[src/rtl/wfp_pkg.sv]
// wfp_pkg: shared widths, codes, entry type and helpers of the weighted picker.
// Used by every file of the picker and by its checker.
// No dependencies.
package wfp_pkg;

    // table geometry
    localparam int ENTRIES   = 64;
    localparam int GROUPS    = 3;

    // field widths
    localparam int OP_W      = 3;
    localparam int STAT_W    = 3;
    localparam int GID_W     = 32;
    localparam int WGT_W     = 32;
    localparam int MEM_W     = 48;
    localparam int COEF_W    = 17;
    localparam int RND_W     = 31;
    localparam int OUT_TOT_W = 39;
    localparam int FRAC_W    = 16;

    // derived widths
    localparam int CNT_W     = $clog2(ENTRIES + 1);
    localparam int PCNT_W    = $clog2(GROUPS + 2);
    localparam int EFF_W     = WGT_W + COEF_W - FRAC_W;
    localparam int SUM_W     = EFF_W + $clog2(ENTRIES);
    localparam int TOT_W     = (SUM_W > OUT_TOT_W) ? SUM_W : OUT_TOT_W + 1;
    localparam int HALF_W    = (TOT_W + 1) / 2;
    localparam int HI_W      = TOT_W - HALF_W;
    localparam int PROD_W    = RND_W + TOT_W;
    localparam int DIV_STEPS = 4;   // three folds and a final compare
    localparam int DIV_W     = $clog2(DIV_STEPS);

    // stream payload layout, lowest field first
    localparam int S_GID_LO  = 0;
    localparam int S_WGT_LO  = S_GID_LO + GID_W;
    localparam int S_MEM_LO  = S_WGT_LO + WGT_W;
    localparam int S_COEF_LO = S_MEM_LO + MEM_W;
    localparam int S_SIZE_LO = S_COEF_LO + COEF_W;
    localparam int S_RND_LO  = S_SIZE_LO + MEM_W;
    localparam int S_FIELD_W = S_RND_LO + RND_W;
    localparam int S_DATA_W  = ((S_FIELD_W + 7) / 8) * 8;
    localparam int M_FIELD_W = GID_W + WGT_W + MEM_W + OUT_TOT_W;
    localparam int M_DATA_W  = ((M_FIELD_W + 7) / 8) * 8;

    // constants
    localparam logic [COEF_W-1:0] ONE_Q16 = COEF_W'(1 << FRAC_W);
    localparam logic [RND_W-1:0]  RMAX    = {RND_W{1'b1}};

    typedef enum logic [OP_W-1:0] {
        OP_CLEAR  = 3'd0,
        OP_ADD    = 3'd1,
        OP_COMMIT = 3'd2,
        OP_COEF   = 3'd3,
        OP_SELECT = 3'd4
    } op_t;

    typedef enum logic [STAT_W-1:0] {
        STAT_OK       = 3'd0,
        STAT_NOMEM    = 3'd1,
        STAT_MISMATCH = 3'd2,
        STAT_FULL     = 3'd3,
        STAT_NOTFOUND = 3'd4
    } status_t;

    typedef enum logic [2:0] {
        S_IDLE,
        S_COEF,
        S_SUM,
        S_MUL_LO,
        S_MUL_HI,
        S_DIV,
        S_PICK
    } state_t;

    typedef struct packed {
        logic [GROUPS-1:0][GID_W-1:0] groups;
        logic [WGT_W-1:0]             weight;
        logic [MEM_W-1:0]             memory;
        logic [COEF_W-1:0]            coef;
    } entry_t;

    typedef struct packed {
        logic rotate;
        logic commit;
    } cell_ctl_t;

    // smallest group id held by an entry
    function automatic logic [GID_W-1:0] min_group(input entry_t e);
        logic [GID_W-1:0] m;
        m = e.groups[0];
        for (int g = 1; g < GROUPS; g++)
        begin
            if (e.groups[g] < m)
                m = e.groups[g];
        end
        return m;
    endfunction

endpackage

[src/rtl/wfp_cell.sv]
// wfp_cell: one slot of the entry ring.
// Rotates towards the head or makes room for a sorted insert. Depends on wfp_pkg.
module wfp_cell (
    input  logic               clk,
    input  wfp_pkg::cell_ctl_t ctl,
    input  wfp_pkg::entry_t    ring_in,   // from the neighbour behind
    input  wfp_pkg::entry_t    prev_ent,  // from the neighbour in front
    input  wfp_pkg::entry_t    new_ent,   // entry being committed
    input  logic               occ,       // slot lies below the entry count
    input  logic               ge_prev,   // front neighbour stays put
    output wfp_pkg::entry_t    ent,
    output logic               ge
);
    import wfp_pkg::*;

    entry_t ent_reg;

    // slot keeps its place on insert when it holds at least as much memory
    assign ge  = occ && (ent_reg.memory >= new_ent.memory);
    assign ent = ent_reg;

    // rotate one place, or take the new entry, or shift down behind it
    always_ff @(posedge clk)
    begin
        if (ctl.rotate)
            ent_reg <= ring_in;
        else if (ctl.commit)
        begin
            if (ge_prev && !ge)
                ent_reg <= new_ent;
            else if (!ge_prev)
                ent_reg <= prev_ent;
        end
    end

endmodule

[config.mk]
export PLATFORM = sky130hd
export DESIGN_NAME = wfp_cell
export DESIGN_NICKNAME = d
export VERILOG_FILES = /design/src/rtl/wfp_pkg.sv /design/src/rtl/wfp_cell.sv
export SDC_FILE = /design/constraint.sdc
export NUM_CORES = 1
export LEC_CHECK = 0
export ABC_CLOCK_PERIOD_IN_PS = 7070
export BUFFER_PORTS_ARGS = -buffer_cell sky130_fd_sc_hd__buf_2
export CAP_MARGIN = 10
export CELL_PAD_IN_SITES_DETAIL_PLACEMENT = 1
export CELL_PAD_IN_SITES_GLOBAL_PLACEMENT = 2
export CORE_AREA = 2 2 299 301
export DETAILED_ROUTE_END_ITERATION = 6
export DIE_AREA = 0 0 301 303
export PLACE_DENSITY = 0.64
export SLEW_MARGIN = 15
export SYNTH_ARGS = -nofsm -noshare
export SYNTH_HDL_FRONTEND = slang
export SYNTH_SLANG_ARGS = --single-unit
[constraint.sdc]
create_clock -name clk -period 7.07 [get_ports clk]
set_input_delay 1.0605 -clock clk [delete_from_list [all_inputs] [get_ports clk]]
set_output_delay 1.0605 -clock clk [all_outputs]
set_load 0.1 [all_outputs]
Yosys cells after proc, flatten, opt, wreduce, memory -nomap -nowiden

Cells that the tools add are included.

Register bits after elaboration: 193
Input port bits: 584
Output and inout port bits: 194
Logic and storage cells: 17

Magnitude comparators: 1
Eq/ne operators: 1
Multiplexer cells: 4
Reduce and logical (&&, ||, !) cells: 5

Operator list:

| cell                                                            | count |
|---|---|
| 193-bit two-way mux                                             | 4 |
| 48-bit >= comparator                                            | 1 |
| 3-bit by 2-bit != test with 1-bit output, second input constant | 1 |
| 1-bit logical AND                                               | 2 |
| 2-bit AND reduction                                             | 1 |
| 2-bit nonzero test                                              | 1 |
| 1-bit logical NOT                                               | 1 |

Logic depth before layout (Yosys ltp)

Gate-level depths: netlist (run 1).

Depth after elaboration: 7
Gate-level depth with buffers: 12
Mapped depth without buffers: 9

Least setup slack after synthesis (run 1)

No wires, ideal clock.

Path type: input -> register
From: input port new_ent[17] (netlist bit)
To: register ent_reg, in the netlist ent[0] (enable)
Setup time: 0.552 ns
Arrival time: 6.615 ns
Required time: 6.518 ns
Setup slack: -0.097 ns
Stages: 9
Buffers on the path: 1
Cell sequence: ha_1 nand2b_1 a2111o_1 a31o_2 o21ai_2 a31oi_1 buf_2 o31ai_1 a21o_1

Word-level cells in the longest chain between the ends: 6

Ends and longest elaborated chain:

| element                                            | RTL line       | text |
|---|---|---|
| start: declaration                                 | wfp_cell.sv:8  | `input wfp_pkg::entry_t new_ent,` |
| 48-bit >= comparator                               | wfp_cell.sv:19 | `assign ge = occ && (ent_reg.memory >= new_ent.memory);` |
| 1-bit logical AND                                  | wfp_cell.sv:19 |  |
| 1-bit logical NOT                                  | wfp_cell.sv:29 | `if (ge_prev && !ge)` |
| 1-bit logical AND                                  | wfp_cell.sv:29 |  |
| 3-bit by 2-bit != test with 1-bit output (no line) | n/a            |  |
| 2-bit AND reduction (no line)                      | n/a            |  |
| end signal: assignment                             | wfp_cell.sv:26 | `ent_reg <= ring_in;` |
| end signal: assignment                             | wfp_cell.sv:30 | `ent_reg <= new_ent;` |
| end signal: assignment                             | wfp_cell.sv:32 | `ent_reg <= prev_ent;` |
| end: declaration                                   | wfp_cell.sv:16 | `entry_t ent_reg;` |

No other way between the ends.
A chain may end at the register's enable or synchronous reset.

Final worst setup path (run 1)

From: input port new_ent[17] (netlist bit)
To: output port ge

Word-level cells in the longest chain between the ends: 2

Ends and longest elaborated chain:

| element              | RTL line       | text |
|---|---|---|
| 48-bit >= comparator | wfp_cell.sv:19 |  |
| 1-bit logical AND    | wfp_cell.sv:19 |  |
| end: declaration     | wfp_cell.sv:12 | `output logic ge` |

No other way between the ends.

==> impl_metrics.json, run 1 <==
{
  "cts_buffers": 17,
  "fp.dieH_um": 303,
  "grt_first_pass_wirelength_um": 101400,
  "antenna_found_initial": 35,
  "cts.clk_slew.worst_paths_ns": 0.09,
  "synth_seq_cells": 193,
  "drc_errors": 0,
  "synth_edf_count": 193,
  "core_mm2": 0.08797,
  "crit_required_ns": 6.01,
  "worst_pin_slew_ns": 1.081,
  "largest_reg_flops": 193,
  "fin_crit_sh_pct": 67.60,
  "placed_cell_area_mm2": 0.01751,
  "cts_tree": "built",
  "synth_ff_type": "edfxtp_1",
  "die_w_um": 301,
  "dieArea_mm2": 0.09120,
  "clockBufferDepth": 2,
  "synth_area_mm2": 0.01267,
  "syn_area_per_cell_um2": 9.801,
  "wl_per_cell_um": 22.89,
  "slew_viol_final": 0,
  "ios": 778,
  "setup_violations": 0,
  "yosysSeqAreaShare_pct": 45.73,
  "fmax_mhz": 209.2,
  "min_path_type": "input pin to flop",
  "end_kind": "output pin",
  "area_growth_syn_to_layout_pct": 43.17,
  "synth_warnings": 0,
  "start_util_pct": 14.41,
  "clock_skew_ns": 0.01221,
  "holdBufCountCts": 0,
  "synthCells": 1293,
  "rsz0062_at_grt": "false",
  "grt_max_degree": 194,
  "hold_ws_ns": 0.8618,
  "crit_fanout": 45,
  "cts-resized-gates": 0,
  "insertion_delay_ns": 0.51,
  "synthArstFlopShare_pct": 0,
  "viasPerCell": 4.462,
  "routed-via-count": 14025,
  "dr.pass1.iters": 5,
  "fin_crit_ns": 4.779,
  "dp_hpwl_um": 53420,
  "io_buffers": 777,
  "finalInstanceArea_mm2": 0.01814,
  "critPathKind": "input pin to output pin",
  "p_leak_nw": 7.328,
  "wl_um": 71930,
  "htreeDepth": 4,
  "drt_iter0_markers": 765,
  "final-hold-violation-count": 0,
  "status": "complete, no violations",
  "cap_violations": 0,
  "cts_setup_buffers": 0,
  "irDropWorstVdd_mv": 0.1949,
  "clock-sinks": 193,
  "synth_nets": 1925,
  "crit_path_start_kind": "input pin",
  "ys_types": 35,
  "final_core_util_pct": 20.62,
  "postRouteAntennaNets": 0,
  "num_rows": 109,
  "grt_overflow_total": 0,
  "maxSlewHeadroom_pct": 27.92,
  "arrival_ns": 3.72,
  "root_buffer": "clkbuf_16",
  "drive_gt1_share_pct": 42.33,
  "pwr_density_cell_mw_per_mm2": 240.0,
  "grt_pass1_vias": 14809,
  "setup_tns_ns": 0,
  "grtUsageTotal_pct": 15.03,
  "fin_nets": 2587,
  "gp_congestion": 0.9454
}
## synthesized netlist by cell type (3+ instances only)
| master | instances | area [µm²] |
|---|---|---|
| o21ai_1 | 42 | 210.2 |
| buf_2 | 26 | 130.1 |
| nor2b_1 | 193 | 1207 |
| buf_1 | 5 | 18.77 |
| edfxtp_1 | 193 | 5796 |
| buf_6 | 20 | 225.2 |
| nand2_1 | 16 | 60.06 |
| clkbuf_1 | 68 | 255.2 |
| ha_1 | 48 | 600.6 |
| nor2_1 | 4 | 15.01 |
| clkbuf_2 | 31 | 155.2 |
| nand3_1 | 4 | 20.02 |
| nand4_1 | 8 | 50.05 |
| inv_1 | 50 | 187.7 |
| o21ai_0 | 157 | 785.8 |
| nor3_1 | 3 | 15.01 |
| a41oi_1 | 193 | 1690 |
| a21oi_1 | 212 | 1061 |
## worst paths after layout
kind / start / endpoint / slack, ns / depth (start not counted)
worst max-delay path: new_ent[17] / ge / 2.29 / 9
worst min-delay path: ring_in[7] / ent[7]$_DFFE_PP_ / 0.86 / 3
worst max register to register: ent[56]$_DFFE_PP_ / ent[156]$_DFFE_PP_ / 3.03 / 10
worst min register to register: ent[64]$_DFFE_PP_ / ent[16]$_DFFE_PP_ / 1.48 / 6
## through the flow
| stage | std cells | total power [mW] | worst slack (ns) |
|---|---|---|---|
| 3_5_place_dp | 3101 | 3.285 | 2.195 |
| 2_1_floorplan | 1293 | 2.789 | 1.605 |
| 3_3_place_gp | 3101 | 3.265 | 2.256 |
| 4_1_cts | 3133 | 4.417 | 2.257 |
| 6_report | 3143 | 4.353 | 2.291 |
| 5_1_grt | 3136 | 4.535 | 2.173 |
## layer usage
metal / routed length (µm) / GRT usage, %
met1: 28480 / 17.73
met4: 1445 / 4.205
met5: 252 / 0
met2: 35550 / 25.77
met3: 6210 / 5.199
## final cells by class
type	count	area (µm²)
fillers	10500	69820
multi-input cells	900	5943
flip-flops and latches	193	5796
repair buffers	793	4125
well taps	1165	1458
clock buffers	17	425.4
inverters	50	187.7
clock inverters	15	182.7
diodes	10	25.02
## cell families (layout without fill, tap and decap cells)
kind of cell,count (synthesis),count (layout),share of synthesized area (%)
flops,193,193,45.73
buf+inv,200,875,7.672
fa+ha+maj,48,48,4.739
compound gates,617,617,30.50
other cells,0,10,0
simple gates,235,235,11.35
## layout by cell type, fill, tap and decap left out, types with 10 or more instances in the layout
master,n
o21ai_0,157
a41oi_1,193
edfxtp_1,193
clkbuf_16,17
o21ai_1,42
buf_2,775
a21oi_1,212
inv_1,50
nand2_1,16
ha_1,48
diode_2,10
nor2b_1,193
## power by group
| part | total (mW) | internal, mW | switching (mW) |
|---|---|---|---|
| combinational | 1.77 | 0.373 | 1.39 |
| sequential | 1.48 | 1.42 | 0.0554 |
| clock | 1.11 | 0.561 | 0.548 |
## critical path, cell delays in order
cell	delay [ns]
buf_2	0.11
ha_1	0.28
nand2b_1	0.15
a2111o_1	0.41
a31o_2	0.22
o21ai_2	0.24
a31o_4	0.68
nand2_1	0.21
buf_2	0.34
No activity file was read; power rests on OpenSTA's default activity.
==> inputs of run 2 (changes only) <==
--- a/config.mk
+++ b/config.mk
@@ -5,15 +5,15 @@
 export SDC_FILE = /design/constraint.sdc
 export NUM_CORES = 1
 export LEC_CHECK = 0
-export ABC_CLOCK_PERIOD_IN_PS = 7070
+export ABC_CLOCK_PERIOD_IN_PS = 4750
 export BUFFER_PORTS_ARGS = -buffer_cell sky130_fd_sc_hd__buf_2
 export CAP_MARGIN = 10
 export CELL_PAD_IN_SITES_DETAIL_PLACEMENT = 1
 export CELL_PAD_IN_SITES_GLOBAL_PLACEMENT = 2
-export CORE_AREA = 2 2 299 301
+export CORE_AREA = 2 2 303 305
 export DETAILED_ROUTE_END_ITERATION = 6
-export DIE_AREA = 0 0 301 303
-export PLACE_DENSITY = 0.64
+export DIE_AREA = 0 0 305 307
+export PLACE_DENSITY = 0.61
 export SLEW_MARGIN = 15
 export SYNTH_ARGS = -nofsm -noshare
 export SYNTH_HDL_FRONTEND = slang
==> constraint.sdc (replaced) <==
create_clock -name clk -period 4.75 [get_ports clk]
set_input_delay 0.7125 -clock clk [delete_from_list [all_inputs] [get_ports clk]]
set_output_delay 0.7125 -clock clk [all_outputs]
set_load 0.1 [all_outputs]
==> run 2 against run 1 <==
Count of clock-buffer cells in the layout unchanged; sequential power up 49%; largest power group unchanged; design area rose by 1.3%; routed wire length rose by 3.3%; core utilization shrank 0.36 points; flip-flop and latch count stayed put; cell count rose by 1.5%; die area rose by 2.7%; register-to-register slack lost 2.1 ns; clock power is 47% higher.
==> impl_metrics.json, run 2 (same netlist as run 1, synthesis figures left out) <==
{
  "status": "complete, no violations",
  "regArea_mm2": 0.005796,
  "end_kind": "output pin",
  "layout_common_cells": "buf_2 (775), a21oi_1 (212), a41oi_1 (193), nor2b_1 (193), edfxtp_1 (193)",
  "insertion_delay_ns": 0.53,
  "switching_share_pct": 46.44,
  "reg2reg_to": "ent[113]$_DFFE_PP_",
  "drive_gt1_share_pct": 43.07,
  "pwr_density_cell_mw_per_mm2": 353.9,
  "min_path_type": "input pin to flop",
  "slew_viol_final": 0,
  "fp.dieH_um": 307,
  "fin_nets": 2609,
  "gp_congestion": 0.8994,
  "cts.clk_slew.worst_paths_ns": 0.09,
  "arrival_ns": 3.46,
  "cts-resized-gates": 0,
  "cts_buffers": 17,
  "r2r_start": "ent[63]$_DFFE_PP_",
  "ff2ff_path_depth": 10,
  "clock-sinks": 193,
  "worst_pin_slew_ns": 1.106,
  "grt_pass1_vias": 15101,
  "start_util_pct": 13.97,
  "htreeDepth": 4,
  "maxSlewHeadroom_pct": 26.28,
  "fmax_mhz": 239.7,
  "post-place-ws_ns": 0.6285,
  "grtUsageTotal_pct": 15.32,
  "dieArea_mm2": 0.09364,
  "fin_crit_sh_pct": 87.83,
  "crit_fanout": 3,
  "final-hold-violation-count": 0,
  "critPathKind": "flop to output pin",
  "drt_iter0_markers": 883,
  "cts_setup_buffers": 0,
  "die_w_um": 305,
  "fillers": 10811,
  "clockBufferDepth": 2,
  "wl_um": 74270,
  "finalInstanceArea_mm2": 0.01838,
  "grt_overflow_total": 0,
  "rrSetupSlack_ns": 0.92,
  "postRouteAntennaNets": 0,
  "rsz0062_at_grt": "false",
  "power_frac_comb_pct": 41.1,
  "min_path_cells": 3,
  "p_sw_mw": 3.021,
  "cap_violations": 0,
  "fin_crit_ns": 4.172,
  "holdBufCountCts": 0,
  "dp_hpwl_um": 56980,
  "internal-power_mw": 3.483,
  "ios": 778,
  "io_buffers": 777,
  "num_rows": 111,
  "drc_errors": 0,
  "setup_tns_ns": 0,
  "largest_reg_flops": 193,
  "routed-via-count": 14218,
  "p_seq_share_pct": 33.8,
  "hold_end": "ent[61]$_DFFE_PP_",
  "viasPerCell": 4.458,
  "cts_tree": "built",
  "wl_per_cell_um": 23.29,
  "dr.pass1.iters": 5,
  "multi_input_comb_area_mm2": 0.005943,
  "placed_cell_area_mm2": 0.01775,
  "p_clk_share_pct": 25.1,
  "p_leak_nw": 7.456,
  "core_mm2": 0.09069,
  "fin_ws_ns": 0.5782,
  "grt_max_degree": 134,
  "crit_required_ns": 4.04,
  "clock_skew_ns": 0.01677,
  "antenna_found_initial": 39,
  "area_growth_syn_to_layout_pct": 45.02,
  "crit_path_start_kind": "flop",
  "min_from": "ring_in[61]",
  "root_buffer": "clkbuf_16",
  "setup_violations": 0,
  "mostFrequentLayoutCell": "buf_2",
  "grt_first_pass_wirelength_um": 105800,
  "irDropWorstVdd_mv": 0.3078
}
-- run 2: cell types whose count changed in the layout (fill, tap and decap cells not counted), moves of 3 or more --
cell	change
buf_12	+4
diode_2	+3
inv_6	+3
buf_4	+18
-- run 2: per-layer routing --
layer  vias to the layer above  GRT usage, %  wire, µm
met5                         -             0       212
met4                        32         6.931      2522
met3                       131         5.534      5881
met2                       620         25.60     36090
li1                       6392             -         -
met1                      7043         17.47     29560
-- run 2: cell type report --
type	count	area share (%)
Tap cell	1186	8.075
Clock buffer	17	2.315
Sequential cell	193	31.54
Inverter	50	1.021
Timing Repair Buffer	815	23.62
Antenna cell	13	0.1770
Multi-Input combinational cell	900	32.34
Clock inverter	15	0.9191
-- run 2: power by group through the flow --
stage	Combinational (mW)	Clock [mW]	Sequential (mW)
after floorplan	0.580	0	3.57
after global routing	2.81	1.75	2.22
final	2.67	1.63	2.20
after detailed placement	2.69	0	2.24
after CTS	2.69	1.70	2.20
after global placement	2.66	0	2.24
-- run 2: critical path: stages, from the launching register on --
cell,delay (ns)
edfxtp_1,0.44
ha_1,0.35
nand4_1,0.22
nor4b_4,0.33
nand4_1,0.30
nor3_1,0.53
nor2_4,0.08
nand2_1,0.17
buf_2,0.50
-- run 2: worst max path at each step --
stage               depth (start not counted)            endpoint               from
detailed placement                         12  ent[113]$_DFFE_PP_        new_ent[63]
floorplan                                  10    ent[0]$_DFFE_PP_  ent[17]$_DFFE_PP_
CTS                                         8                  ge  ent[63]$_DFFE_PP_
global route                                8                  ge  ent[63]$_DFFE_PP_
finish                                      8                  ge  ent[63]$_DFFE_PP_
global placement                           10    ent[4]$_DFFE_PP_        new_ent[17]
-- run 2: metrics by stage --
step / total power [mW] / util (%) / hold slack [ns] / cells
final: 6.504 / 20.26 / 0.5059 / 3189
after global routing: 6.773 / 20.26 / 0.4799 / 3186
after CTS: 6.596 / 20.23 / 0.4515 / 3176
after detailed placement: 4.927 / 19.57 / 1.042 / 3144
after global placement: 4.900 / 19.57 / 1.027 / 3144
after floorplan: 4.148 / - / 0.9416 / 1293
==> inputs of run 3 (changes only) <==
--- a/config.mk
+++ b/config.mk
@@ -5,7 +5,7 @@
 export SDC_FILE = /design/constraint.sdc
 export NUM_CORES = 1
 export LEC_CHECK = 0
-export ABC_CLOCK_PERIOD_IN_PS = 4750
+export ABC_CLOCK_PERIOD_IN_PS = 4610
 export BUFFER_PORTS_ARGS = -buffer_cell sky130_fd_sc_hd__buf_2
 export CAP_MARGIN = 10
 export CELL_PAD_IN_SITES_DETAIL_PLACEMENT = 1
==> constraint.sdc (replaced) <==
create_clock -name clk -period 4.61 [get_ports clk]
set_input_delay 0.6915 -clock clk [delete_from_list [all_inputs] [get_ports clk]]
set_output_delay 0.6915 -clock clk [all_outputs]
set_load 0.1 [all_outputs]
==> run 3 against run 2 <==
Critical path type unchanged; design area fell by 0.34%; clock power fell by 3%; combinational power rose by 3%; sequential share of layout area rose by 0.11 points; die area did not move; first-iteration DRC count rose by 7.7%; worst hold slack got worse by 0.010 ns; highest routed layer unchanged; critical endpoint unchanged.
==> impl_metrics.json, run 3 (same netlist as run 1, synthesis figures left out) <==
{
  "start_util_pct": 13.97,
  "rrSetupSlack_ns": 1.01,
  "core_mm2": 0.09069,
  "grtUsageTotal_pct": 15.29,
  "postRouteAntennaNets": 0,
  "holdBufCountCts": 0,
  "slew_viol_final": 0,
  "viasPerCell": 4.463,
  "irDropWorstVdd_mv": 0.3044,
  "grt_max_degree": 162,
  "cts_buffers": 17,
  "fmax_mhz": 250.9,
  "crit_path_end": "ge",
  "drc_errors": 0,
  "setup_tns_ns": 0,
  "root_buffer": "clkbuf_16",
  "fin_ws_ns": 0.6240,
  "cp_num_cells": 8,
  "cpMaxStageDelayCell": "nor3_1",
  "clock_skew_ns": 0.02073,
  "crit_start": "ent[63]$_DFFE_PP_",
  "clockBufferDepth": 2,
  "dr.pass1.iters": 5,
  "crit_chain": "ha_1, nand4_1, nor4b_4, nand4_1, nor3_1, nor2_4, nand2_1, buf_2",
  "pwr_density_cell_mw_per_mm2": 359.7,
  "dp_hpwl_um": 56730,
  "path_buf_inv": 1,
  "fillers": 10800,
  "finalInstanceArea_mm2": 0.01832,
  "cap_violations": 0,
  "drive_gt1_share_pct": 42.76,
  "cpPeakStageDelay_ns": 0.52,
  "layout.cells.non_filler": 3183,
  "r2r_start": "ent[17]$_DFFE_PP_",
  "crit_family": "simple AND/OR/NAND/NOR gates",
  "fin_nets": 2607,
  "cts_tree": "built",
  "wl_um": 74170,
  "crit_required_ns": 3.92,
  "gp_congestion": 0.8949,
  "cp_common_cell": "nand4_1",
  "routed-via-count": 14205,
  "min_path_type": "input pin to flop",
  "grt_first_pass_wirelength_um": 105900,
  "clock-sinks": 193,
  "insertion_delay_ns": 0.52,
  "antenna_found_initial": 32,
  "final-hold-violation-count": 0,
  "io_buffers": 777,
  "cts_setup_buffers": 0,
  "final_core_util_pct": 20.20,
  "grt_pass1_vias": 15020,
  "ff2ff_path_depth": 11,
  "status": "complete, no violations",
  "cts-resized-gates": 0,
  "crit_path_start_kind": "flop",
  "worst_pin_slew_ns": 0.8943,
  "fp.dieH_um": 307,
  "fin_crit_sh_pct": 86.46,
  "drt_iter0_markers": 951,
  "cts.clk_slew.worst_paths_ns": 0.09,
  "mostFrequentLayoutCell": "buf_2",
  "arrival_ns": 3.29,
  "placed_cell_area_mm2": 0.01775,
  "num_rows": 111,
  "rsz0062_at_grt": "false",
  "area_growth_syn_to_layout_pct": 44.53,
  "die_w_um": 305,
  "setup_violations": 0,
  "dieArea_mm2": 0.09364,
  "power_mw": 6.588,
  "grt_overflow_total": 0,
  "wl_per_cell_um": 23.30,
  "ios": 778,
  "largest_reg_flops": 193,
  "maxSlewHeadroom_pct": 40.38,
  "post-place-ws_ns": 0.6552,
  "min_from": "ring_in[36]",
  "reg2reg_to": "ent[191]$_DFFE_PP_",
  "fin_crit_ns": 3.986,
  "p_leak_nw": 7.423,
  "hold_ws_ns": 0.4958,
  "dp_cells": 3142,
  "critPathKind": "flop to output pin",
  "layout_common_cells": "buf_2 (775), a21oi_1 (212), a41oi_1 (193), nor2b_1 (193), edfxtp_1 (193)",
  "end_kind": "output pin",
  "htreeDepth": 4,
  "crit_fanout": 4
}
[run 3: report_power, final]
group | switching (mW) | total [mW] | internal (mW)
Clock | 0.836 | 1.58 | 0.746
Combinational | 2.15 | 2.74 | 0.592
Sequential | 0.0909 | 2.27 | 2.18
[run 3: area by class of cell]
| type | instances | area (µm²) | area share [%] |
|---|---|---|---|
| Sequential cell | 193 | 5796 | 31.64 |
| Tap cell | 1186 | 1484 | 8.102 |
| Antenna cell | 9 | 22.52 | 0.1230 |
| Clock inverter | 13 | 111.4 | 0.6080 |
| Inverter | 50 | 187.7 | 1.025 |
| Clock buffer | 19 | 432.9 | 2.364 |
| Multi-Input combinational cell | 900 | 5943 | 32.45 |
| Timing Repair Buffer | 813 | 4338 | 23.68 |
[run 3: worst min-delay path by stage]
stage / endpoint / slack, ns / cells past startpoint
after floorplan: ent[107]$_DFFE_PP_ / 0.92 / 2
after CTS: ent[36]$_DFFE_PP_ / 0.44 / 3
after global routing: ent[36]$_DFFE_PP_ / 0.47 / 3
final: ent[36]$_DFFE_PP_ / 0.50 / 3
after global placement: ent[117]$_DFFE_PP_ / 1.01 / 3
after detailed placement: ent[102]$_DFFE_PP_ / 1.02 / 3
[run 3: tightest hold or removal path, delay by kind of cell]
| kind | cells | cell delay, ns |
|---|---|---|
| buffers and inverters | 1 | 0.08 |
| and+or+nand+nor | 1 | 0.03 |
| AOI/OAI and AO/OA | 1 | 0.10 |
[run 3: routing by layer]
layer	part of all wire [%]	global-route usage, %
met1	40	17.98
met2	50	26.66
met3	7.8	4.845
met4	1.9	4.133
met5	0.20	0
